[config.mk]
export PLATFORM = sky130hd
export DESIGN_NAME = lct_fifo
export DESIGN_NICKNAME = d
export VERILOG_FILES = /design/src/lct_fifo.sv
export SDC_FILE = /design/constraint.sdc
export NUM_CORES = 1
export LEC_CHECK = 0
export BUFFER_PORTS_ARGS = -buffer_cell sky130_fd_sc_hd__buf_2
export CORE_MARGIN = 8
export CORE_UTILIZATION = 50
export DETAILED_ROUTE_END_ITERATION = 8
export GPL_TIMING_DRIVEN = 0
export PLACE_DENSITY = 0.77
export SYNTH_ARGS = -nofsm -noshare
export SYNTH_HDL_FRONTEND = slang
export SYNTH_SLANG_ARGS = --single-unit
[constraint.sdc]
create_clock -name clk -period 4.6 [get_ports clk]
set_input_delay 0.92 -clock clk [delete_from_list [all_inputs] [get_ports clk]]
set_output_delay 0.92 -clock clk [all_outputs]
set_load 0.005 [all_outputs]
[src/lct_fifo.sv]
`timescale 1ns / 1ps
`default_nettype none

module lct_fifo #(
  parameter int W     = 8,
  parameter int DEPTH = 2
) (
  input  wire logic         clk,
  input  wire logic         rst_n,
  input  wire logic         push,
  input  wire logic [W-1:0] wdata,
  output logic              full,
  input  wire logic         pop,
  output logic      [W-1:0] rdata,
  output logic              empty
);

  localparam int PTR_W = (DEPTH > 1) ? $clog2(DEPTH) : 1;
  localparam int CNT_W = $clog2(DEPTH + 1);

  logic [W-1:0]     data_r [DEPTH];
  logic [PTR_W-1:0] wptr_r;
  logic [PTR_W-1:0] rptr_r;
  logic [CNT_W-1:0] cnt_r;
  logic             do_push;
  logic             do_pop;

  assign full    = (cnt_r == CNT_W'(DEPTH));
  assign empty   = (cnt_r == '0);
  assign do_push = push && !full;
  assign do_pop  = pop && !empty;
  assign rdata   = data_r[rptr_r];

  // Pointers wrap at the depth.
  always_ff @(posedge clk) begin
    if (!rst_n) begin
      wptr_r <= '0;
      rptr_r <= '0;
      cnt_r  <= '0;
    end else begin
      if (do_push) begin
        wptr_r <= (wptr_r == PTR_W'(DEPTH - 1)) ? '0 : wptr_r + PTR_W'(1);
      end
      if (do_pop) begin
        rptr_r <= (rptr_r == PTR_W'(DEPTH - 1)) ? '0 : rptr_r + PTR_W'(1);
      end
      if (do_push && !do_pop) begin
        cnt_r <= cnt_r + CNT_W'(1);
      end else if (do_pop && !do_push) begin
        cnt_r <= cnt_r - CNT_W'(1);
      end
    end
  end

  always_ff @(posedge clk) begin
    if (do_push) begin
      data_r[wptr_r] <= wdata;
    end
  end

endmodule

`default_nettype wire

Yosys cells after proc, flatten, opt, wreduce, memory -nomap -nowiden
Memories as Yosys holds them, arrays and structs flattened. A register that Yosys moved wholly into a read port is not among the register bits.
Index checks and enable logic that the tools add are counted.
- flip-flop bits (word level): 4
- memory bits (writable): 16
- output and inout port bits: 10
- word-level logic and storage cells: 27
- memories kept: 1
- memory list (memory ; depth ; width ; rd ports ; clocked after Yosys merged registers in ; wr ports ; RTL line ; text):
    data_r ; 2 ; 8 ; 1 ; 1 ; 1 ; 21 ; logic [W-1:0] data_r [DEPTH];
- add/sub/neg operators: 4
- equal/unequal tests: 1
- mux-type cells: 8
- reduce and logical (&&, ||, !) cells: 10
- operator list (operator ; number):
    $mux 1 ; 6
    $logic_and 1x1->1 ; 4
    $logic_not 1->1 ; 4
    $mux 2 ; 2
    $add 1x1->1 const B ; 2
    $add 2x1->2 const B ; 1
    $eq 2x2->1 const B ; 1
    $logic_not 2->1 ; 1
    $reduce_bool 2->1 ; 1
    $sub 2x1->2 const B ; 1

Depth between registers and ports, before layout
Gate-level depths: netlist of the first run.
- depth in word-level cells: 7
- mapped depth: 7
- depth with buffers taken out: 7

Worst setup path before layout of the first run
OpenSTA, ideal clock, no wires.
- path kind: input to register
- from: in pop
- to: reg cnt_r[1]
- data arrival time: 1.783 ns
- data required time: 4.530 ns
- setup slack: 2.747 ns
- stages: 4
- cells stage by stage: o21ai_1 ha_1 or3_1 a21boi_1
- cells in the longest elaborated chain, start to end: 4
- elaborated cells between the ends (all ways): 6
- ends and longest elaborated chain (item ; RTL line ; text):
    from (decl) ; 13 ; input wire logic pop,
    $logic_and 1x1->1 * ; 31 ; assign do_pop = pop && !empty;
    $logic_not 1->1 ; 47 ; if (do_push && !do_pop) begin
    $logic_and 1x1->1 ; 47 ;
    $mux 2 or $reduce_bool 2->1 (tied branches) ; - ;
    to (signal assigned) ; 48 ; cnt_r <= cnt_r + CNT_W'(1);
    to (signal assigned) ; 50 ; cnt_r <= cnt_r - CNT_W'(1);
    to (decl) ; 24 ; logic [CNT_W-1:0] cnt_r;
Every way passes the cells marked *; elsewhere a longest branch is shown, timed or not.
A chain may end at the register's enable or synchronous reset.

==> flow_summary.toml, run 1 <==
[status]
status = "complete, no violations"

[synth]
yosysWarningCount = 0
synth_commonest_cells = "edfxtp_1, mux2_2, dfxtp_1"
synthCells = 50
async_flop_share = 0
synth-seq-cells = 21
post-synth-top-count-cell = "edfxtp_1"
yosysTopAreaCellShare = 0.594
syn-cell-area_um2 = 810
avgSynthCellArea_um2 = 16.2
synth.distinct_cells = 20
synth.largest_area_cell = "edfxtp_1"
synthTopCellsByArea = "edfxtp_1, dfxtp_1, mux2_2, and2_1, xnor2_1"
syn_nets = 63
synth_edf_count = 16
synthFlopType = "edfxtp_1"
ys_seq_area_frac = 0.717

[global_routing]
antenna_found_initial = 0
grt_max_degree = 12
grt_pass1_wl_mm = 2.18
grt_pass1_vias = 532
grt_overflow = 0
grt_usage = 0.0875

[sta]
clock_skew_ps = 4.66
worstMarginPinSlew_ps = 695
fin_crit_sh = 0.484
slew_headroom = 0.534
grt_setup_unrepaired = "no"
slew_violations = 0
fmax_mhz = 449
final-setup-viol-count = 0
fin_crit_ps = 2220
tns_ps = 0
finalHoldViolCount = 0

[placement]
gp_congestion = 0.708
portBuffers = 21
place_hpwl_um = 967

[critical_path]
cp_slowest_stage_delay_ps = 360
worst-path-buf-inv = 2
r2r-start = "cnt_r[0]$_SDFFE_PN0P_"
crit_arrival_ps = 1300
critPathSlowestCell = "mux2_2"
rr_endpoint = "cnt_r[1]$_SDFFE_PN0P_"
cp.depth = 3
worstPathMaxFanout = 8
rr_worst_depth = 6
critical_path.cell_chain = "buf_2, mux2_2, buf_2"
crit_path_start_kind = "register"
ff2ff_setup_slack_ps = 3030
cpMostUsedCell = "buf_2"
cp.required_ps = 3680
end_kind = "output port"
critPathTopFamily = "multiplexers"
crit_type = "register to output port"

[power_and_ir_drop]
switching_share = 0.280
clockPowerShare = 0.174
p_leak_nw = 0.384
intPower_mw = 0.359
p_per_area_mw_per_mm2 = 520
finalPower_mw = 0.499
power_switching_mw = 0.140
pwr-share-seq = 0.516
vdd_drop_max_mv = 0.294
combinationalPowerShare = 0.310

[cts]
clock_latency_ps = 300
cts.sinks = 21
postCtsResizedCells = 0
cts_hold_buf = 0
cts_setup_buffers = 0
numCtsBuffers = 3
cts_tree = "done"
cts_root_buffer = "clkbuf_4"
cts_buffer_depth = 2
clkTransAtPathRegs_ps = 110
h-tree-depth = 1

[layout]
drive_gt1_frac = 0.467
nets = 89
area_growth_pct = 18.7
diodes = 0
num-fill-cells = 114

[min_path]
worstHoldStart = "cnt_r[1]$_SDFFE_PN0P_"
holdPathEnd = "cnt_r[1]$_SDFFE_PN0P_"
hold_path_class = "register to register"
worstHoldPathCells = 2

[route]
drt_first_pass_iters = 3
vias = 460
postRouteAntennaNets = 0
wire_per_inst_um = 14.0
avgViaCountPerCell = 5.05
drt_iter0_drc = 7
drc_errors = 0
routed_wl_mm = 1.27

[floorplan]
die_x_um = 56.2
fp.dieH_um = 56.2
start_util = 0.537
rows = 14
pin_count = 22
core_area_mm2 = 0.00151
die_area_mm2 = 0.00316

[flow_run]
drv_cap = 0
==> worst reg2reg max path: cells and delay by family, from the launching register on <==
kind / cells / cell delay [ps]
compound gates: 1 / 130
fa+ha+maj: 1 / 260
buf+inv: 1 / 60
flops: 1 / 430
simple gates: 3 / 630
==> stage by stage <==
stage	std cells	worst slack (ps)	cell area [um^2]	util	hold WS [ps]
floorplan	50	2750	810	-	483
global placement	87	2550	935	0.620	497
detailed placement	87	2560	935	0.620	509
CTS	91	2360	961	0.638	524
global route	91	2280	961	0.638	570
finish	91	2380	961	0.638	519
==> cell families (layout without fill, tap and decap cells) <==
logic type | Yosys count | count (layout) | synth area share
flip-flops | 21 | 21 | 0.717
AND/OR/NAND/NOR | 9 | 9 | 0.0680
multiplexers | 8 | 8 | 0.111
AO/OA/AOI/OAI | 5 | 5 | 0.0402
XOR/XNOR | 3 | 3 | 0.0325
buffers and inverters | 3 | 28 | 0.0154
adder cells (fa/ha/maj) | 1 | 1 | 0.0155
==> layer usage <==
layer,global-route usage,share of wire,vias to the layer above
met5,0,0,-
met4,0.0619,0.031,0
met3,0.0365,0.056,5
met2,0.154,0.50,14
met1,0.0779,0.42,209
li1,-,-,232
==> sequential cells by signal (all words and copies together), names as in the netlist, named ones only <==
register / cells
rptr_r: 1
cnt_r: 2
data_r: 16
wptr_r: 1
==> power groups by stage <==
stage / logic [mW] / registers (mW) / clock network [mW]
2_1_floorplan: 0.107 / 0.259 / 0
3_3_place_gp: 0.155 / 0.261 / 0
3_5_place_dp: 0.158 / 0.263 / 0
4_1_cts: 0.159 / 0.258 / 0.0894
5_1_grt: 0.174 / 0.263 / 0.0963
6_report: 0.155 / 0.258 / 0.0870
==> layout by cell type, fill, tap and decap left out, types with 2 or more instances in the layout <==
cell type,synthesis,final
buf_2,1,22
xnor2_1,2,2
and2_1,3,3
dfxtp_1,5,5
mux2_2,8,8
nor2_1,2,2
edfxtp_1,16,16
clkbuf_4,0,3
==> how the worst max path moves through the flow <==
stage,startpoint,to,slack (ps)
2_1_floorplan,pop,cnt_r[1]$_SDFFE_PN0P_,2750
3_3_place_gp,push,data_r[0][2]$_DFFE_PP_,2550
3_5_place_dp,push,data_r[0][1]$_DFFE_PP_,2560
4_1_cts,register,rdata[4],2360
5_1_grt,register,rdata[4],2280
6_report,register,rdata[2],2380
==> area by class of cell <==
| cell class | count | area, um^2 | area share |
|---|---|---|---|
| timing repair buffer | 21 | 105 | 0.109 |
| clock buffer | 4 | 26.3 | 0.0273 |
| sequential | 21 | 581 | 0.604 |
| buffer | 1 | 5.00 | 0.00521 |
| multi-input combinational | 26 | 216 | 0.225 |
| tap | 16 | 20.0 | 0.0208 |
| inverter | 2 | 7.51 | 0.00781 |
Power figures use the tool's default switching activity.
==> inputs of run 2 (changes only) <==
Settings changed: CORE_UTILIZATION 50 to 44, PLACE_DENSITY 0.77 to 0.71.
Clock period 4.6 ns to 2.04 ns, I/O delays scaled along.
==> run 2 against run 1 <==
Compared with the run above:
- worst hold slack got worse by 230 ps
- critical endpoint is now rdata[0]
- final cell count up 9.9%
- setup slack worse by 2000 ps
- clock-buffer cell count shrank 1
==> flow_summary.toml, run 2 (synthesized netlist as in run 1, its figures left out) <==
[status]
status = "complete, no violations"

[layout]
layout_commonest_cell = "buf_2"
nets = 89
diodes = 0
final_cell_area_um2 = 973
largest_reg_flops = 16
num-fill-cells = 158
area_growth_pct = 20.2
drive_gt1_frac = 0.480
largestRegisters = "data_r: 16 flops, cnt_r: 2 flops"
top_register = "data_r"
fin_util = 0.564
most-common-layout-cells = "buf_2, edfxtp_1, mux2_2"

[global_routing]
grt_pass1_vias = 477
grt_use_met3 = 0.0326
antenna_found_initial = 0
top_usage_layer = "met2"
use_met1 = 0.0867
grt_pass1_wl_mm = 2.00
grt_max_degree = 13
grt_usage = 0.0773
use_met2 = 0.121
grt_overflow = 0

[cts]
h-tree-depth = 1
clock_latency_ps = 290
numCtsBuffers = 3
postCtsResizedCells = 0
cts_root_buffer = "clkbuf_4"
cts.sinks = 21
cts_setup_buffers = 0
cts_tree = "done"
cts_hold_buf = 0
cts_buffer_depth = 2
clkTransAtPathRegs_ps = 120

[sta]
layout_setup_ws_ps = 328
final-setup-viol-count = 0
grt_setup_unrepaired = "no"
fin_crit_ps = 1710
slew_violations = 0
slew_headroom = 0.531
tns_ps = 0
finalHoldViolCount = 0
clock_skew_ps = 12.9
worstMarginPinSlew_ps = 699
fin_crit_sh = 0.839
fmax_mhz = 584

[floorplan]
die_x_um = 58.9
core_area_mm2 = 0.00173
die_area_mm2 = 0.00347
pin_count = 22
fp.dieH_um = 58.9
start_util = 0.469
rows = 15

[placement]
placed_area_um2 = 946
portBuffers = 21
place_hpwl_um = 956
dpl_worst_slack_ps = 452
gp_congestion = 0.646

[min_path]
worstHoldStart = "wdata[6]"
hold_path_class = "input port to register"

[route]
avgViaCountPerCell = 4.56
drt_iter0_drc = 6
routed_wl_mm = 1.25
drt_first_pass_iters = 4
wire_per_inst_um = 12.5
drc_errors = 0
postRouteAntennaNets = 0
vias = 456

[critical_path]
end_kind = "output port"
r2r-start = "cnt_r[0]$_SDFFE_PN0P_"
worstPathMaxFanout = 8
crit_arrival_ps = 1300
cp.required_ps = 1630
crit_path_start_kind = "register"
crit_type = "register to output port"

[power_and_ir_drop]
p_per_area_mw_per_mm2 = 1150
vdd_drop_max_mv = 0.561
p_leak_nw = 0.387
finalPower_mw = 1.12

[flow_run]
drv_cap = 0
## run 2: cell count changes in the layout (fill, tap and decap cells not counted), sizes merged
cell    previous run  this run
clkbuf             4         3
clkinv             0         1
## run 2: layer usage
metal	part of all wire	wire length [um]
met5	0	0
met4	0.0096	12
met3	0.054	68
met2	0.47	592
met1	0.46	575
## run 2: area by class of cell
| type | instances | area [um^2] | share of cell area |
|---|---|---|---|
| plain buffers | 1 | 5.00 | 0.00514 |
| clock buffers | 3 | 22.5 | 0.0231 |
| repair buffers | 21 | 105 | 0.108 |
| well taps | 25 | 31.3 | 0.0321 |
| flip-flops and latches | 21 | 581 | 0.596 |
| multi-input cells | 26 | 216 | 0.222 |
| clock inverters | 1 | 5.00 | 0.00514 |
| inverters | 2 | 7.51 | 0.00771 |
## run 2: stage by stage
stage	instances	hold slack, ps
finish	100	291
global route	100	276
CTS	100	286
detailed placement	96	522
global placement	96	502
floorplan	50	483
## run 2: worst paths after layout
check	endpoint	slack, ps	depth (start not counted)
max reg2reg	cnt_r[1]$_SDFFE_PN0P_	440	6
max	rdata[0]	330	3
min	data_r[1][6]$_DFFE_PP_	290	1
min reg2reg	cnt_r[1]$_SDFFE_PN0P_	540	2
## run 2: power by group
group	total (mW)	internal, mW	switching (mW)
logic	0.352	0.188	0.163
registers	0.581	0.546	0.0353
clock network	0.189	0.0728	0.116
total	1.12	0.807	0.315
## run 2: critical path, cell delays in order, from the launching register on
cell	delay, ps
dfxtp_1	320
buf_2	210
mux2_2	350
buf_2	130
==> inputs of run 3 (changes only) <==
Settings changed: ABC_AREA set to 1.
Clock period 2.04 ns to 1.5 ns, I/O delays scaled along.
==> run 3 against run 2 <==
Compared with the run above:
- the run now ends with negative setup slack left
- worst hold slack got worse by 110 ps
- area after synthesis increased by 1.7%
- setup slack got worse by 340 ps
- routed wire length increased by 16%
- critical path depth unchanged
- sequential power increased by 40%
- core utilization increased by 6.4 points
- via count increased by 14%
- die area increased by 1.2%
- global-route usage increased by 1.2 points
- register-to-register slack got worse by 300 ps
- final cell count increased by 13%
==> flow_summary.toml, run 3 <==
[status]
status = "finished, violations left"
violations = "negative setup slack"

[min_path]
worstHoldStart = "wdata[4]"
hold_path_class = "input port to register"

[layout]
fin_util = 0.628
largestRegisters = "data_r: 16 flops, cnt_r: 2 flops"
diodes = 0
largest_reg_flops = 16
top_register = "data_r"
area_growth_pct = 33.1
most-common-layout-cells = "edfxtp_1, buf_2"
layout_commonest_cell = "edfxtp_1"
drive_gt1_frac = 0.477
nets = 102

[placement]
gp_congestion = 0.663
place_hpwl_mm = 1.05
dpl_worst_slack_ps = 39.1
portBuffers = 21

[synth]
yosysWarningCount = 0
synthTopCellsByArea = "edfxtp_1, dfxtp_1, mux2_2, nor2_1, inv_1"
synth_commonest_cells = "edfxtp_1, nor2_1, inv_1, mux2_2, nand2_1"
post-synth-top-count-cell = "edfxtp_1"
ys_seq_area_frac = 0.705
synth.distinct_cells = 15
synth.largest_area_cell = "edfxtp_1"
syn-cell-area_um2 = 823
synthFlopType = "edfxtp_1"
synth_edf_count = 16
avgSynthCellArea_um2 = 13.1
syn_nets = 76
yosysTopAreaCellShare = 0.584
synthCells = 63
synth-seq-cells = 21
async_flop_share = 0

[route]
routed_wl_mm = 1.44
drt_first_pass_iters = 3
drt_iter0_drc = 6
postRouteAntennaNets = 0
avgViaCountPerCell = 4.61
wire_per_inst_um = 12.8
vias = 521
drc_errors = 0

[critical_path]
end_kind = "output port"
worstPathMaxFanout = 8
crit_arrival_ps = 1210
r2r-start = "cnt_r[1]$_SDFFE_PN0P_"
cp.required_ps = 1200
crit_path_start_kind = "register"
crit_type = "register to output port"

[sta]
slew_violations = 0
layout_setup_ws_ps = -7.29
worstMarginPinSlew_ps = 429
finalHoldViolCount = 0
clock_skew_ps = 5.69
grt_setup_unrepaired = "yes"
slew_headroom = 0.714
fmax_mhz = 663
fin_crit_sh = 1.00
fin_crit_ps = 1510
final-setup-viol-count = 4

[cts]
clkTransAtPathRegs_ps = 110
cts_buffer_depth = 2
h-tree-depth = 1
numCtsBuffers = 3
cts.sinks = 21
clock_latency_ps = 300
cts_setup_buffers = 0
cts_root_buffer = "clkbuf_4"
cts_tree = "done"

[floorplan]
die_x_um = 59.3
start_util = 0.472
pin_count = 22
rows = 15
core_area_mm2 = 0.00175
fp.dieH_um = 59.3
die_area_mm2 = 0.00351

[global_routing]
grt_max_degree = 13
grt_pass1_wl_mm = 2.31
grt_overflow = 0
antenna_found_initial = 0
grt_pass1_vias = 559
grt_usage = 0.0891

[flow_run]
drv_cap = 0

[power_and_ir_drop]
vdd_drop_max_mv = 0.869
p_per_area_mw_per_mm2 = 1540
p_leak_nw = 0.465
run 3: cell count changes in the layout (fill, tap and decap cells not counted), sizes merged, moves of 2 or more:
cell and change:
nand2 +6, nor2 +9, xnor2 -2, inv +7, a21boi -2, and2 -3
run 3: metal layers:
metal	GRT usage	vias to the layer above	part of all wire	wire length [um]
li1	-	265	-	-
met1	0.0841	238	0.39	559
met2	0.166	16	0.53	765
met3	0.0304	2	0.065	94
met4	0.0410	0	0.017	25
met5	0	-	0	0
run 3: layout make-up:
| class | instances | area [um^2] |
|---|---|---|
| Clock inverter | 1 | 5.00 |
| Buffer | 1 | 15.0 |
| Sequential cell | 21 | 587 |
| Timing Repair Buffer | 21 | 155 |
| Fill cell | 145 | 649 |
| Clock buffer | 3 | 22.5 |
| Multi-Input combinational cell | 32 | 246 |
| Inverter | 9 | 33.8 |
| Tap cell | 25 | 31.3 |
run 3: worst paths after layout:
path	endpoint	slack, ps	cells past startpoint
worst max-delay path	rdata[2]	-7	3
worst min-delay path	data_r[0][4]$_DFFE_PP_	180	1
worst max register to register	cnt_r[1]$_SDFFE_PN0P_	140	9
worst min register to register	wptr_r$_SDFFE_PN0N_	530	2
run 3: critical path, stage by stage, from the launching register on:
cell and delay (ps):
dfxtp_2 350, buf_8 140, mux2_4 310, buf_6 120
run 3: report_power, final:
group | switching [mW] | internal (mW) | total, mW
logic | 0.283 | 0.334 | 0.618
clock network | 0.161 | 0.0993 | 0.260
registers | 0.0593 | 0.755 | 0.814
total | 0.503 | 1.19 | 1.69
run 3: kinds of logic after synthesis:
logic type | share of synthesized area
DFF | 0.705
and+or+nand+nor | 0.0942
buffers and inverters | 0.0471
muxes | 0.109
AOI/OAI and AO/OA | 0.0289
adders and majority gates | 0.0152
run 3: through the flow:
| stage | instances | total power, mW | cell area [um^2] | setup TNS (ps) | hold slack [ps] |
|---|---|---|---|---|---|
| 2_1_floorplan | 63 | 1.11 | 823 | 0 | 399 |
| 4_1_cts | 113 | 1.69 | 1080 | -147 | 174 |
| 3_3_place_gp | 109 | 1.26 | 960 | 0 | 478 |
| 6_report | 113 | 1.69 | 1100 | -7.87 | 180 |
| 3_5_place_dp | 109 | 1.28 | 960 | 0 | 491 |
| 5_1_grt | 113 | 1.81 | 1100 | -419 | 154 |
run 3: what timing repair did:
item / 4_1_cts / 5_1_grt
endpoints found under the setup margin: 8 / 25
gates resized for setup: 20 / 6
hold buffers: 0 / 0
