**src/lct_pkg.sv**
```systemverilog
`timescale 1ns / 1ps
`default_nettype none

package lct_pkg;

  // Field widths of the request and result items.
  localparam int OP_W       = 2;
  localparam int FRAME_W    = 3;
  localparam int LABEL_W    = 32;
  localparam int LIN_W      = 30;
  localparam int REG_W      = 11;
  localparam int STATUS_W   = 2;
  localparam int COUNT_W    = 31;
  localparam int SUM_W      = 40;
  localparam int CENT_W     = 18;
  localparam int CFG_IDX_W  = 2;

  // Widest label id and coordinate that any configuration can produce.
  localparam int LABEL_MAX_W = 16;
  localparam int COORD_MAX_W = 12;

  // Operations.
  localparam logic [OP_W-1:0] OP_CLEAR   = 2'd0;
  localparam logic [OP_W-1:0] OP_SCAN    = 2'd1;
  localparam logic [OP_W-1:0] OP_RELABEL = 2'd2;
  localparam logic [OP_W-1:0] OP_QUERY   = 2'd3;

  // Result status codes.
  localparam logic [STATUS_W-1:0] ST_OK     = 2'd0;
  localparam logic [STATUS_W-1:0] ST_LABEL  = 2'd1;
  localparam logic [STATUS_W-1:0] ST_RANGE  = 2'd2;
  localparam logic [STATUS_W-1:0] ST_ABSENT = 2'd3;

  // Configuration register indexes.
  localparam logic [CFG_IDX_W-1:0] REG_SIZE_X = 2'd0;
  localparam logic [CFG_IDX_W-1:0] REG_SIZE_Y = 2'd1;
  localparam logic [CFG_IDX_W-1:0] REG_SIZE_Z = 2'd2;

  // Command kinds passed from the front to the back.
  localparam logic [1:0] CMD_REPORT = 2'd0;
  localparam logic [1:0] CMD_CLEAR  = 2'd1;
  localparam logic [1:0] CMD_MOVE   = 2'd2;
  localparam logic [1:0] CMD_QUERY  = 2'd3;

  // Saturation limits.
  localparam logic [COUNT_W-1:0] COUNT_MAX = 31'h7FFF_FFFF;
  localparam logic [SUM_W-1:0]   SUM_MAX   = 40'hFF_FFFF_FFFF;
  localparam logic [CENT_W-1:0]  CENT_MAX  = 18'h3_FFFF;

  typedef struct packed {
    logic [OP_W-1:0]    operation;
    logic [FRAME_W-1:0] frame;
    logic [LABEL_W-1:0] label;
    logic [LABEL_W-1:0] from_label;
    logic [LIN_W-1:0]   linear_index;
    logic               reverse_direction;
  } in_item_t;

  typedef struct packed {
    logic [STATUS_W-1:0] status;
    logic [COUNT_W-1:0]  voxel_count;
    logic [CENT_W-1:0]   centroid_z;
    logic [CENT_W-1:0]   centroid_y;
    logic [CENT_W-1:0]   centroid_x;
  } out_item_t;

  // Classified request: a zero source label means no removal, a zero
  // target label means no addition.
  typedef struct packed {
    logic [1:0]             kind;
    logic [STATUS_W-1:0]    status;
    logic [FRAME_W-1:0]     frame;
    logic [LABEL_MAX_W-1:0] src;
    logic [LABEL_MAX_W-1:0] dst;
    logic [COORD_MAX_W-1:0] z;
    logic [COORD_MAX_W-1:0] y;
    logic [COORD_MAX_W-1:0] x;
  } cmd_t;

  // One statistics table entry.
  typedef struct packed {
    logic [COUNT_W-1:0] count;
    logic [SUM_W-1:0]   sum_z;
    logic [SUM_W-1:0]   sum_y;
    logic [SUM_W-1:0]   sum_x;
  } entry_t;

endpackage

`default_nettype wire

```
**src/lct_div.sv**
```systemverilog
`timescale 1ns / 1ps
`default_nettype none

module lct_div #(
  parameter int NW = 30,
  parameter int DW = 21
) (
  input  wire logic          clk,
  input  wire logic          rst_n,
  input  wire logic          start,
  input  wire logic [NW-1:0] dividend,
  input  wire logic [DW-1:0] divisor,
  output logic               done,
  output logic      [NW-1:0] quot,
  output logic      [DW-1:0] rem
);

  localparam int CW = $clog2(NW + 1);

  logic          busy_r;
  logic          done_r;
  logic [CW-1:0] cnt_r;
  logic [NW-1:0] q_r;
  logic [DW-1:0] r_r;
  logic [DW-1:0] d_r;
  logic [DW:0]   trial;
  logic [DW:0]   diff;
  logic          fits;

  // Restoring division, one quotient bit per cycle.
  assign trial = {r_r, q_r[NW-1]};
  assign fits  = (trial >= {1'b0, d_r});
  assign diff  = trial - {1'b0, d_r};

  assign done = done_r;
  assign quot = q_r;
  assign rem  = r_r;

  always_ff @(posedge clk) begin
    if (!rst_n) begin
      busy_r <= 1'b0;
      done_r <= 1'b0;
      cnt_r  <= '0;
    end else begin
      done_r <= 1'b0;
      if (start) begin
        busy_r <= 1'b1;
        cnt_r  <= CW'(NW);
      end else if (busy_r) begin
        cnt_r <= cnt_r - CW'(1);
        if (cnt_r == CW'(1)) begin
          busy_r <= 1'b0;
          done_r <= 1'b1;
        end
      end
    end
  end

  always_ff @(posedge clk) begin
    if (start) begin
      q_r <= dividend;
      r_r <= '0;
      d_r <= divisor;
    end else if (busy_r) begin
      q_r <= {q_r[NW-2:0], fits};
      r_r <= fits ? diff[DW-1:0] : trial[DW-1:0];
    end
  end

endmodule

`default_nettype wire

```
**src/lct_front.sv**
```systemverilog
`timescale 1ns / 1ps
`default_nettype none

module lct_front
  import lct_pkg::*;
#(
  parameter int LABEL_BITS = 10,
  parameter int FRAMES     = 8,
  parameter int DIM_BITS   = 10
) (
  input  wire logic                 clk,
  input  wire logic                 rst_n,
  input  wire logic                 hold,
  input  wire logic                 push,
  input  wire in_item_t             in_item,
  output logic                      full,
  input  wire logic                 cfg_we,
  input  wire logic [CFG_IDX_W-1:0] cfg_index,
  input  wire logic [REG_W-1:0]     cfg_data,
  output logic                      cmd_push,
  output cmd_t                      cmd_item,
  input  wire logic                 cmd_full
);

  localparam int XW  = DIM_BITS + 1;
  localparam int DVW = 2 * DIM_BITS + 1;
  localparam int PW  = 3 * DIM_BITS + 1;
  localparam int CW  = (PW > LIN_W) ? PW : LIN_W;

  localparam logic [2:0] F_IDLE = 3'd0;
  localparam logic [2:0] F_MUL1 = 3'd1;
  localparam logic [2:0] F_MUL2 = 3'd2;
  localparam logic [2:0] F_CHK  = 3'd3;
  localparam logic [2:0] F_DIV1 = 3'd4;
  localparam logic [2:0] F_DIV2 = 3'd5;
  localparam logic [2:0] F_PUSH = 3'd6;

  // Register value clamped to 1 .. 2^DIM_BITS.
  function automatic logic [XW-1:0] dim_of(input logic [REG_W-1:0] r);
    int v;
    v = int'(r);
    if (v < 1) v = 1;
    if (v > (1 << DIM_BITS)) v = 1 << DIM_BITS;
    return XW'(v);
  endfunction

  logic [REG_W-1:0]      size_x_r;
  logic [REG_W-1:0]      size_y_r;
  logic [REG_W-1:0]      size_z_r;
  logic [XW-1:0]         sx;
  logic [XW-1:0]         sy;
  logic [XW-1:0]         sz;
  logic [DIM_BITS-1:0]   scan_x_r;
  logic [DIM_BITS-1:0]   scan_y_r;
  logic [DIM_BITS-1:0]   scan_z_r;
  logic [DIM_BITS-1:0]   scan_x_nxt;
  logic [DIM_BITS-1:0]   scan_y_nxt;
  logic [DIM_BITS-1:0]   scan_z_nxt;
  logic [2:0]            state_r;
  logic [LABEL_BITS-1:0] src_r;
  logic [LABEL_BITS-1:0] dst_r;
  logic [LIN_W-1:0]      lin_r;
  logic [FRAME_W-1:0]    frame_r;
  logic [DVW-1:0]        p1_r;
  logic [PW-1:0]         p2_r;
  logic [DIM_BITS-1:0]   z_r;
  cmd_t                  cmd_r;
  cmd_t                  cmd_now;
  cmd_t                  cmd_chk;
  cmd_t                  cmd_mv;
  logic                  accept;
  logic                  go_seq;
  logic                  clr_scan;
  logic                  adv_scan;
  logic                  frame_ok;
  logic [LABEL_W-1:0]    sel_src;
  logic [LABEL_W-1:0]    sel_dst;
  logic                  src_in;
  logic                  dst_in;
  logic                  label_in;
  logic                  div_start;
  logic [LIN_W-1:0]      div_num;
  logic [DVW-1:0]        div_den;
  logic                  div_done;
  logic [LIN_W-1:0]      div_q;
  logic [DVW-1:0]        div_r;

  assign sx = dim_of(size_x_r);
  assign sy = dim_of(size_y_r);
  assign sz = dim_of(size_z_r);

  // Configuration registers.
  always_ff @(posedge clk) begin
    if (!rst_n) begin
      size_x_r <= REG_W'(1024);
      size_y_r <= REG_W'(1024);
      size_z_r <= REG_W'(1);
    end else if (cfg_we) begin
      case (cfg_index)
        REG_SIZE_X: size_x_r <= cfg_data;
        REG_SIZE_Y: size_y_r <= cfg_data;
        REG_SIZE_Z: size_z_r <= cfg_data;
        default: ;
      endcase
    end
  end

  assign full   = hold || (state_r != F_IDLE) || cmd_full;
  assign accept = push && !full;

  assign frame_ok = (int'(in_item.frame) < FRAMES);
  assign sel_src  = in_item.reverse_direction ? in_item.label : in_item.from_label;
  assign sel_dst  = in_item.reverse_direction ? in_item.from_label : in_item.label;
  assign src_in   = (sel_src[LABEL_W-1:LABEL_BITS] == '0);
  assign dst_in   = (sel_dst[LABEL_W-1:LABEL_BITS] == '0);
  assign label_in = (in_item.label[LABEL_W-1:LABEL_BITS] == '0);

  // Classify the request; only relabel needs the sequencer.
  always_comb begin
    cmd_now        = '0;
    cmd_now.kind   = CMD_REPORT;
    cmd_now.status = ST_OK;
    cmd_now.frame  = in_item.frame;
    go_seq         = 1'b0;
    clr_scan       = 1'b0;
    adv_scan       = 1'b0;
    if (!frame_ok) begin
      cmd_now.status = ST_RANGE;
    end else begin
      case (in_item.operation)
        OP_CLEAR: begin
          cmd_now.kind = CMD_CLEAR;
          clr_scan     = 1'b1;
        end
        OP_SCAN: begin
          adv_scan = 1'b1;
          if (!label_in) begin
            cmd_now.status = ST_LABEL;
          end else if (in_item.label != '0) begin
            cmd_now.kind = CMD_MOVE;
            cmd_now.dst  = LABEL_MAX_W'(in_item.label[LABEL_BITS-1:0]);
            cmd_now.z    = COORD_MAX_W'(scan_z_r);
            cmd_now.y    = COORD_MAX_W'(scan_y_r);
            cmd_now.x    = COORD_MAX_W'(scan_x_r);
          end
        end
        OP_RELABEL: begin
          if (!src_in || !dst_in) begin
            cmd_now.status = ST_LABEL;
          end else begin
            go_seq = 1'b1;
          end
        end
        OP_QUERY: begin
          if (!label_in) begin
            cmd_now.status = ST_LABEL;
          end else begin
            cmd_now.kind = CMD_QUERY;
            cmd_now.dst  = LABEL_MAX_W'(in_item.label[LABEL_BITS-1:0]);
          end
        end
        default: ;
      endcase
    end
  end

  // Raster position: x wraps into y, y into z, z to zero.
  always_comb begin
    scan_x_nxt = '0;
    scan_y_nxt = scan_y_r;
    scan_z_nxt = scan_z_r;
    if (XW'(scan_x_r) + XW'(1) < sx) begin
      scan_x_nxt = scan_x_r + DIM_BITS'(1);
    end else if (XW'(scan_y_r) + XW'(1) < sy) begin
      scan_y_nxt = scan_y_r + DIM_BITS'(1);
    end else begin
      scan_y_nxt = '0;
      scan_z_nxt = (XW'(scan_z_r) + XW'(1) < sz) ? scan_z_r + DIM_BITS'(1) : '0;
    end
  end

  always_ff @(posedge clk) begin
    if (!rst_n) begin
      scan_x_r <= '0;
      scan_y_r <= '0;
      scan_z_r <= '0;
    end else if (accept && clr_scan) begin
      scan_x_r <= '0;
      scan_y_r <= '0;
      scan_z_r <= '0;
    end else if (accept && adv_scan) begin
      scan_x_r <= scan_x_nxt;
      scan_y_r <= scan_y_nxt;
      scan_z_r <= scan_z_nxt;
    end
  end

  // Relabel sequencer: volume size, range check, two divisions on a move.
  always_ff @(posedge clk) begin
    if (!rst_n) begin
      state_r <= F_IDLE;
    end else begin
      case (state_r)
        F_IDLE: if (accept && go_seq) state_r <= F_MUL1;
        F_MUL1: state_r <= F_MUL2;
        F_MUL2: state_r <= F_CHK;
        F_CHK: begin
          if (CW'(lin_r) >= CW'(p2_r) || src_r == dst_r) begin
            state_r <= F_PUSH;
          end else begin
            state_r <= F_DIV1;
          end
        end
        F_DIV1: if (div_done) state_r <= F_DIV2;
        F_DIV2: if (div_done) state_r <= F_PUSH;
        F_PUSH: if (!cmd_full) state_r <= F_IDLE;
        default: state_r <= F_IDLE;
      endcase
    end
  end

  // Requests that the sequencer hands on after the check or the divisions.
  always_comb begin
    cmd_chk        = '0;
    cmd_chk.kind   = CMD_REPORT;
    cmd_chk.frame  = frame_r;
    cmd_chk.status = (CW'(lin_r) >= CW'(p2_r)) ? ST_RANGE : ST_OK;
    cmd_mv         = '0;
    cmd_mv.kind    = CMD_MOVE;
    cmd_mv.status  = ST_OK;
    cmd_mv.frame   = frame_r;
    cmd_mv.src     = LABEL_MAX_W'(src_r);
    cmd_mv.dst     = LABEL_MAX_W'(dst_r);
    cmd_mv.z       = COORD_MAX_W'(z_r);
    cmd_mv.y       = COORD_MAX_W'(DIM_BITS'(div_q));
    cmd_mv.x       = COORD_MAX_W'(DIM_BITS'(div_r));
  end

  always_ff @(posedge clk) begin
    if (state_r == F_IDLE && accept) begin
      src_r   <= sel_src[LABEL_BITS-1:0];
      dst_r   <= sel_dst[LABEL_BITS-1:0];
      lin_r   <= in_item.linear_index;
      frame_r <= in_item.frame;
    end
    if (state_r == F_MUL1) begin
      p1_r <= DVW'(sx) * DVW'(sy);
    end
    if (state_r == F_MUL2) begin
      p2_r <= PW'(p1_r) * PW'(sz);
    end
    if (state_r == F_CHK) begin
      cmd_r <= cmd_chk;
    end
    if (state_r == F_DIV1 && div_done) begin
      z_r <= DIM_BITS'(div_q);
    end
    if (state_r == F_DIV2 && div_done) begin
      cmd_r <= cmd_mv;
    end
  end

  // z = index / (X*Y); then y, x from the remainder divided by X.
  assign div_start = (state_r == F_CHK && CW'(lin_r) < CW'(p2_r) && src_r != dst_r)
                  || (state_r == F_DIV1 && div_done);
  assign div_num   = (state_r == F_CHK) ? lin_r : LIN_W'(div_r);
  assign div_den   = (state_r == F_CHK) ? p1_r : DVW'(sx);

  lct_div #(
    .NW(LIN_W),
    .DW(DVW)
  ) u_div (
    .clk      (clk),
    .rst_n    (rst_n),
    .start    (div_start),
    .dividend (div_num),
    .divisor  (div_den),
    .done     (div_done),
    .quot     (div_q),
    .rem      (div_r)
  );

  assign cmd_push = (state_r == F_PUSH) ? !cmd_full : (accept && !go_seq);
  assign cmd_item = (state_r == F_PUSH) ? cmd_r : cmd_now;

endmodule

`default_nettype wire

```
**config.mk**
```make
export PLATFORM = sky130hd
export DESIGN_NAME = lct_front
export DESIGN_NICKNAME = d
export VERILOG_FILES = /design/src/lct_pkg.sv /design/src/lct_div.sv /design/src/lct_front.sv
export SDC_FILE = /design/constraint.sdc
export NUM_CORES = 1
export LEC_CHECK = 0
export BUFFER_PORTS_ARGS = -buffer_cell sky130_fd_sc_hd__buf_4
export CAP_MARGIN = 20
export CORE_MARGIN = 5
export CORE_UTILIZATION = 40
export DETAILED_ROUTE_END_ITERATION = 7
export HOLD_SLACK_MARGIN = 0.03
export PLACE_DENSITY = 0.6
export SYNTH_ARGS = -nofsm -noshare
export SYNTH_HDL_FRONTEND = slang
export SYNTH_SLANG_ARGS = --single-unit
```
**constraint.sdc**
```tcl
create_clock -name clk -period 6.5 [get_ports clk]
set_input_delay 0.975 -clock clk [delete_from_list [all_inputs] [get_ports clk]]
set_output_delay 0.975 -clock clk [all_outputs]
set_load 0.01 [all_outputs]
```
Yosys cells after proc, flatten, opt, wreduce, memory -nomap -nowiden
Index checks and enable logic that the tools add are counted.
{"block": "totals", "regBits": 316, "inputBits": 119, "output_inout_bits": 77, "word_cells": 163}
{"block": "op_classes", "addsub": 8, "multipliers": 2, "n_lt_le_gt_ge": 12, "eq_ne": 18, "n_mux": 49, "bitwise_logic": 4, "n_reduce_logical": 40}
{"operator": "two-way mux 71 bit", "n": 2}
{"operator": "> comparator 32 x 12 -> 1 bit (second input constant)", "n": 3}
{"operator": "two-way mux 46 bit", "n": 2}
{"operator": "two-way mux 30 bit", "n": 3}
{"operator": "two-way mux 11 bit", "n": 7}
{"operator": "two-way mux 75 bit", "n": 1}
{"operator": "zero test 22 bit", "n": 3}
{"operator": "two-way mux 32 bit", "n": 2}
{"operator": "two-way mux 10 bit", "n": 4}
{"operator": "two-way mux 36 bit", "n": 1}
{"operator": "adder 10 x 1 -> 11 bit (second input constant)", "n": 3}
{"operator": "less-than comparator 11 x 1 -> 1 bit (second input constant)", "n": 3}
{"operator": "less-than comparator 11 bit", "n": 3}
{"operator": "nonzero test 32 bit", "n": 1}
{"operator": ">= comparator 30 x 31 -> 1 bit", "n": 1}
{"operator": "less-than comparator 30 x 31 -> 1 bit", "n": 1}
{"operator": "multiplier 21 x 11 -> 31 bit", "n": 1}
{"operator": "adder 10 x 1 -> 10 bit (second input constant)", "n": 3}
{"operator": ">= comparator 22 x 21 -> 1 bit", "n": 1}
{"operator": "multiplier 11 x 11 -> 21 bit", "n": 1}
{"operator": "two-way mux 21 bit", "n": 1}
{"operator": "one-hot mux 3 bit (7 select lines)", "n": 1}
{"operator": "subtractor 21 bit", "n": 1}
{"operator": "one-hot mux 10 bit (2 select lines)", "n": 1}
{"operator": "30 further kinds", "n": 83}

Longest topological paths before layout
{"block": "logic_depth", "word_depth": 9, "depth_mapped": 26, "mapped_depth_nobuf": 24}

Modules after synthesis
Synthesis repeated with hierarchy kept, for this count alone.
{"block": "hier_totals", "hier_cells": 2872, "hier_area_um2": 27417.5}
{"mod": "lct_front", "n_inst": 1, "cells_per_inst": 2465, "area_each_um2": 23065.9}
{"mod": "lct_div", "n_inst": 1, "cells_per_inst": 407, "area_each_um2": 4351.7}

Worst setup path after synthesis
No wires, ideal clock.
{"block": "synth_path", "path_kind": "register -> register", "start": "reg size_z_r[6]", "end": "reg p2_r[30] (data pin)", "arrival_ps": 6350, "t_required_ps": 6310, "setup_slack_ps": -40, "stages_incl_launch_ff": 25, "n_path_buf": 2, "period_less_slack_ps": 6540, "cell_sequence": "dfxtp_1 -> nor4_2 -> nand3_1 -> o21ai_0 -> and2_1 -> clkbuf_1 -> buf_2 -> nand2_1 -> fa_1 -> inv_1 -> fa_1 -> fa_1 -> fa_1 -> inv_1 -> fa_1 -> inv_1 -> ha_1 -> and4_1 -> a221o_1 -> a31oi_1 -> a211oi_1 -> o211ai_1 -> nand3_1 -> mux2i_1 -> a2111oi_2"}
{"block": "synth_between", "elab_chain_cells": 5}
{"element": "from (decl)", "line_no": "lct_front.sv:49", "source": "logic [REG_W-1:0] size_z_r;"}
{"element": "from (signal assigned)", "line_no": "lct_front.sv:102", "source": "REG_SIZE_Z: size_z_r <= cfg_data;"}
{"element": "less-than comparator 11 x 1 -> 1 bit", "line_no": "lct_front.sv:42", "source": "if (v < 1) v = 1;"}
{"element": "two-way mux 11 bit (*)", "line_no": "lct_front.sv:42"}
{"element": "> comparator 32 x 12 -> 1 bit", "line_no": "lct_front.sv:43", "source": "if (v > (1 << DIM_BITS)) v = 1 << DIM_BITS;"}
{"element": "two-way mux 11 bit (*)", "line_no": "lct_front.sv:43"}
{"element": "multiplier 21 x 11 -> 31 bit (*)", "line_no": "lct_front.sv:250", "source": "p2_r <= PW'(p1_r) * PW'(sz);"}
{"element": "to (signal assigned)", "line_no": "lct_front.sv:250"}
{"element": "to (decl)", "line_no": "lct_front.sv:65", "source": "logic [PW-1:0] p2_r;"}
Mark *: on every way between the ends. The rest lies on a longest branch, timed or not.
A chain may end at the register's enable or synchronous reset.

Final worst setup path
{"block": "layout_path", "start": "reg size_x_r[4]", "end": "reg p1_r[20] (data pin)"}
{"block": "layout_between", "elab_chain_cells": 5}
{"element": "from (decl)", "line_no": "lct_front.sv:47", "source": "logic [REG_W-1:0] size_x_r;"}
{"element": "from (signal assigned)", "line_no": "lct_front.sv:100", "source": "REG_SIZE_X: size_x_r <= cfg_data;"}
{"element": "less-than comparator 11 x 1 -> 1 bit", "line_no": "lct_front.sv:42"}
{"element": "two-way mux 11 bit (*)", "line_no": "lct_front.sv:42"}
{"element": "> comparator 32 x 12 -> 1 bit", "line_no": "lct_front.sv:43"}
{"element": "two-way mux 11 bit (*)", "line_no": "lct_front.sv:43"}
{"element": "multiplier 11 x 11 -> 21 bit (*)", "line_no": "lct_front.sv:247", "source": "p1_r <= DVW'(sx) * DVW'(sy);"}
{"element": "to (signal assigned)", "line_no": "lct_front.sv:247"}
{"element": "to (decl)", "line_no": "lct_front.sv:64", "source": "logic [DVW-1:0] p1_r;"}
Marked as above.

==> flow_summary.yaml <==
synthesis:
  ys_seq_elements: 315
  syn_area_mm2: 0.0275
  syn-instance-count: 2883
  yosysTopAreaCell: "edfxtp_1"
  ys_seq_area_share_pct: 30.9
  synth_enable_flop_cells: 219
  ys.flop_type: "edfxtp_1"
  synth.distinct_cells: 88
  synthTopCellsByArea: "edfxtp_1 24%, fa_1 18%, ha_1 9.5%"
  yosysMostFrequentCell: "inv_1"
  synth_common_cells: "421 x inv_1, 378 x nand2_1, 249 x fa_1"
  syn_area_per_cell_um2: 9.54
  synth_top_area_share_pct: 23.9
  synth_warnings: 0
  ys_async_sr_fraction_pct: 0
detailed_routing:
  wl_um: 74900
  routed_via_density: 5.20
  vias: 20656
  drt_iter0_drc: 1110
  wl_per_cell_um: 18.8
  final_antenna_net_count: 0
  firstDrtPassIters: 5
  drc_errors: 0
sta:
  hold_viol: 0
  setup_viol: 0
  slew_viol_final: 0
  skew_ns: 0.0212
  slew_headroom_pct: 26.0
  min_period_ns: 6.17
  fin_crit_sh_pct: 94.9
  tightest_slew_ns: 1.11
  fmax_mhz: 162
floorplanning:
  initial_core_util_pct: 40.2
  dieHeight_um: 272
  core_mm2: 0.0685
  die-area_mm2: 0.0741
  die_w_um: 272
  fp-row-count: 96
  ios: 196
clock_network:
  clk_latency_ns: 0.56
  htree_levels: 2
  clock_sinks: 315
  clockBufferDepth: 3
  root_buffer: "clkbuf_16"
  postCtsHoldBufs: 0
  tritoncts: "built"
  clk_pin_slew_ns: 0.06
  cts_buffers: 39
critical_path:
  required_ns: 6.86
  cpPeakStageDelay_ns: 0.57
  cpMostUsedCell: "fa_1"
  path_max_fanout: 5
  start_kind: "register"
  critical-path-slowest-cell: "fa_1"
  worst-path-buf-inv: 3
  r2r_setup_slack_ns: 0.33
  path_class: "reg2reg"
  worstPathCellList: "nor4_1 -> nand3_1 -> a21o_1 -> or2_2 -> fa_1 -> inv_1 -> fa_1 -> fa_1 -> inv_1 -> fa_1 -> fa_1 -> inv_1 -> ha_1 -> and3_1 -> a211oi_2 -> o21ai_0 -> a21oi_2 -> o21ai_0 -> a311oi_2"
  critical_path_arrival_ns: 6.53
  cp_top_family: "adder cells"
  end_kind: "register"
layout:
  final_util_pct: 46.0
  diodes: 0
  drive_above_1_share_pct: 13.6
  area_delta_synth_final_pct: 14.5
  nets: 3640
outcome:
  outcome: "completed"
global_route:
  grt_pass1_wl_um: 117000
  grt_use_total_pct: 19.7
  grt_antenna_before_repair: 1
  grt_pass1_vias: 21086
  grt_overflow_total: 0
  grt_max_degree: 64
power:
  p_per_area_mw_per_mm2: 178
  power.leakage_nw: 14.2
  ir_worst_vdd_mv: 0.190
  finalPower_w: 0.00561
placed_design:
  portBuffers: 177
  hpwl_um: 58300
  globalplace.congestion: 0.915
min_path:
  hold_class: "reg2reg"
flow_run:
  maxCapViolCount: 0
-- what timing repair did --
item	in CTS	in global routing
gates resized for setup	5	18
buffers inserted	0	2
pin swaps	0	13
endpoints found under the setup margin	5	12
-- sequential cells by signal (all words and copies together) (netlist names), 21 cells and up --
name	cells
u_div.rem	21
p2_r	31
cmd_r	55
p1_r	21
u_div.quot	30
u_div.d_r	21
lin_r	30
-- final timing paths --
kind,cells after the start,from,to
worst min-delay path,0,frame_r[2],cmd_r[70]
worst max-delay path,19,size_x_r[4],p1_r[20]
worst min register to register,0,frame_r[2],cmd_r[70]
worst max register to register,19,size_x_r[4],p1_r[20]
-- through the flow --
step | setup slack, ns | setup TNS [ns] | hold WS (ns) | std cells | instance area (µm²)
after floorplan | 0.0712 | 0 | 0.400 | 2900 | 27600
after global placement | -0.0469 | -0.0543 | 0.405 | 3897 | 30000
after detailed placement | -0.0653 | -0.194 | 0.407 | 3898 | 30100
after CTS | 0.0173 | 0 | 0.420 | 3969 | 31400
after global routing | -0.0317 | -0.0461 | 0.425 | 3974 | 31500
final | 0.331 | 0 | 0.419 | 3974 | 31500
-- metal layers --
metal | up-vias | GRT usage [%] | share of wire [%]
met5 | - | 0 | 0
met4 | 0 | 4.63 | 2.4
met3 | 104 | 2.47 | 4.5
met2 | 457 | 33.2 | 49
met1 | 10253 | 27.3 | 45
li1 | 9842 | - | -
-- cells in the final DEF (no fill, tap or decap), types with 35 or more instances in the layout --
master,netlist,routed
inv_1,421,419
nand2_1,378,378
buf_4,22,255
fa_1,249,248
edfxtp_1,219,219
ha_1,210,210
nor2_1,189,188
and2_1,150,147
dfxtp_1,96,96
a21oi_1,95,93
o21ai_0,70,66
xnor2_1,57,57
mux2i_1,42,42
mux2_2,42,42
nor2b_1,41,41
a22o_1,41,41
and3_1,40,40
clkbuf_16,0,40
a21o_1,37,37
xor2_1,35,35
-- kinds of logic after synthesis --
logic type	after synthesis	share of synthesized area, %
XOR/XNOR	92	2.93
multiplexers	84	3.25
buffers and inverters	571	8.22
other	1	0.0136
adder cells (fa/ha/maj)	459	27.7
AND/OR/NAND/NOR	973	17.2
flip-flops	315	30.9
AO/OA/AOI/OAI	388	9.88
-- power breakdown --
| part | internal (W) | switching [W] | leakage (nW) | total (W) |
|---|---|---|---|---|
| sequential | 0.00219 | 0.0000156 | 2.50 | 0.00221 |
| combinational | 0.000536 | 0.000647 | 11.0 | 0.00118 |
| clock | 0.00135 | 0.000876 | 0.626 | 0.00222 |
-- layout make-up --
type | instances | area [µm²]
well taps | 882 | 1100
repair buffers | 263 | 2060
clock buffers | 57 | 1100
flip-flops and latches | 315 | 8500
multi-input cells | 2014 | 16900
inverters | 429 | 1610
fillers | 6494 | 37000
clock inverters | 14 | 195
(Power assumes the default switching activity.)
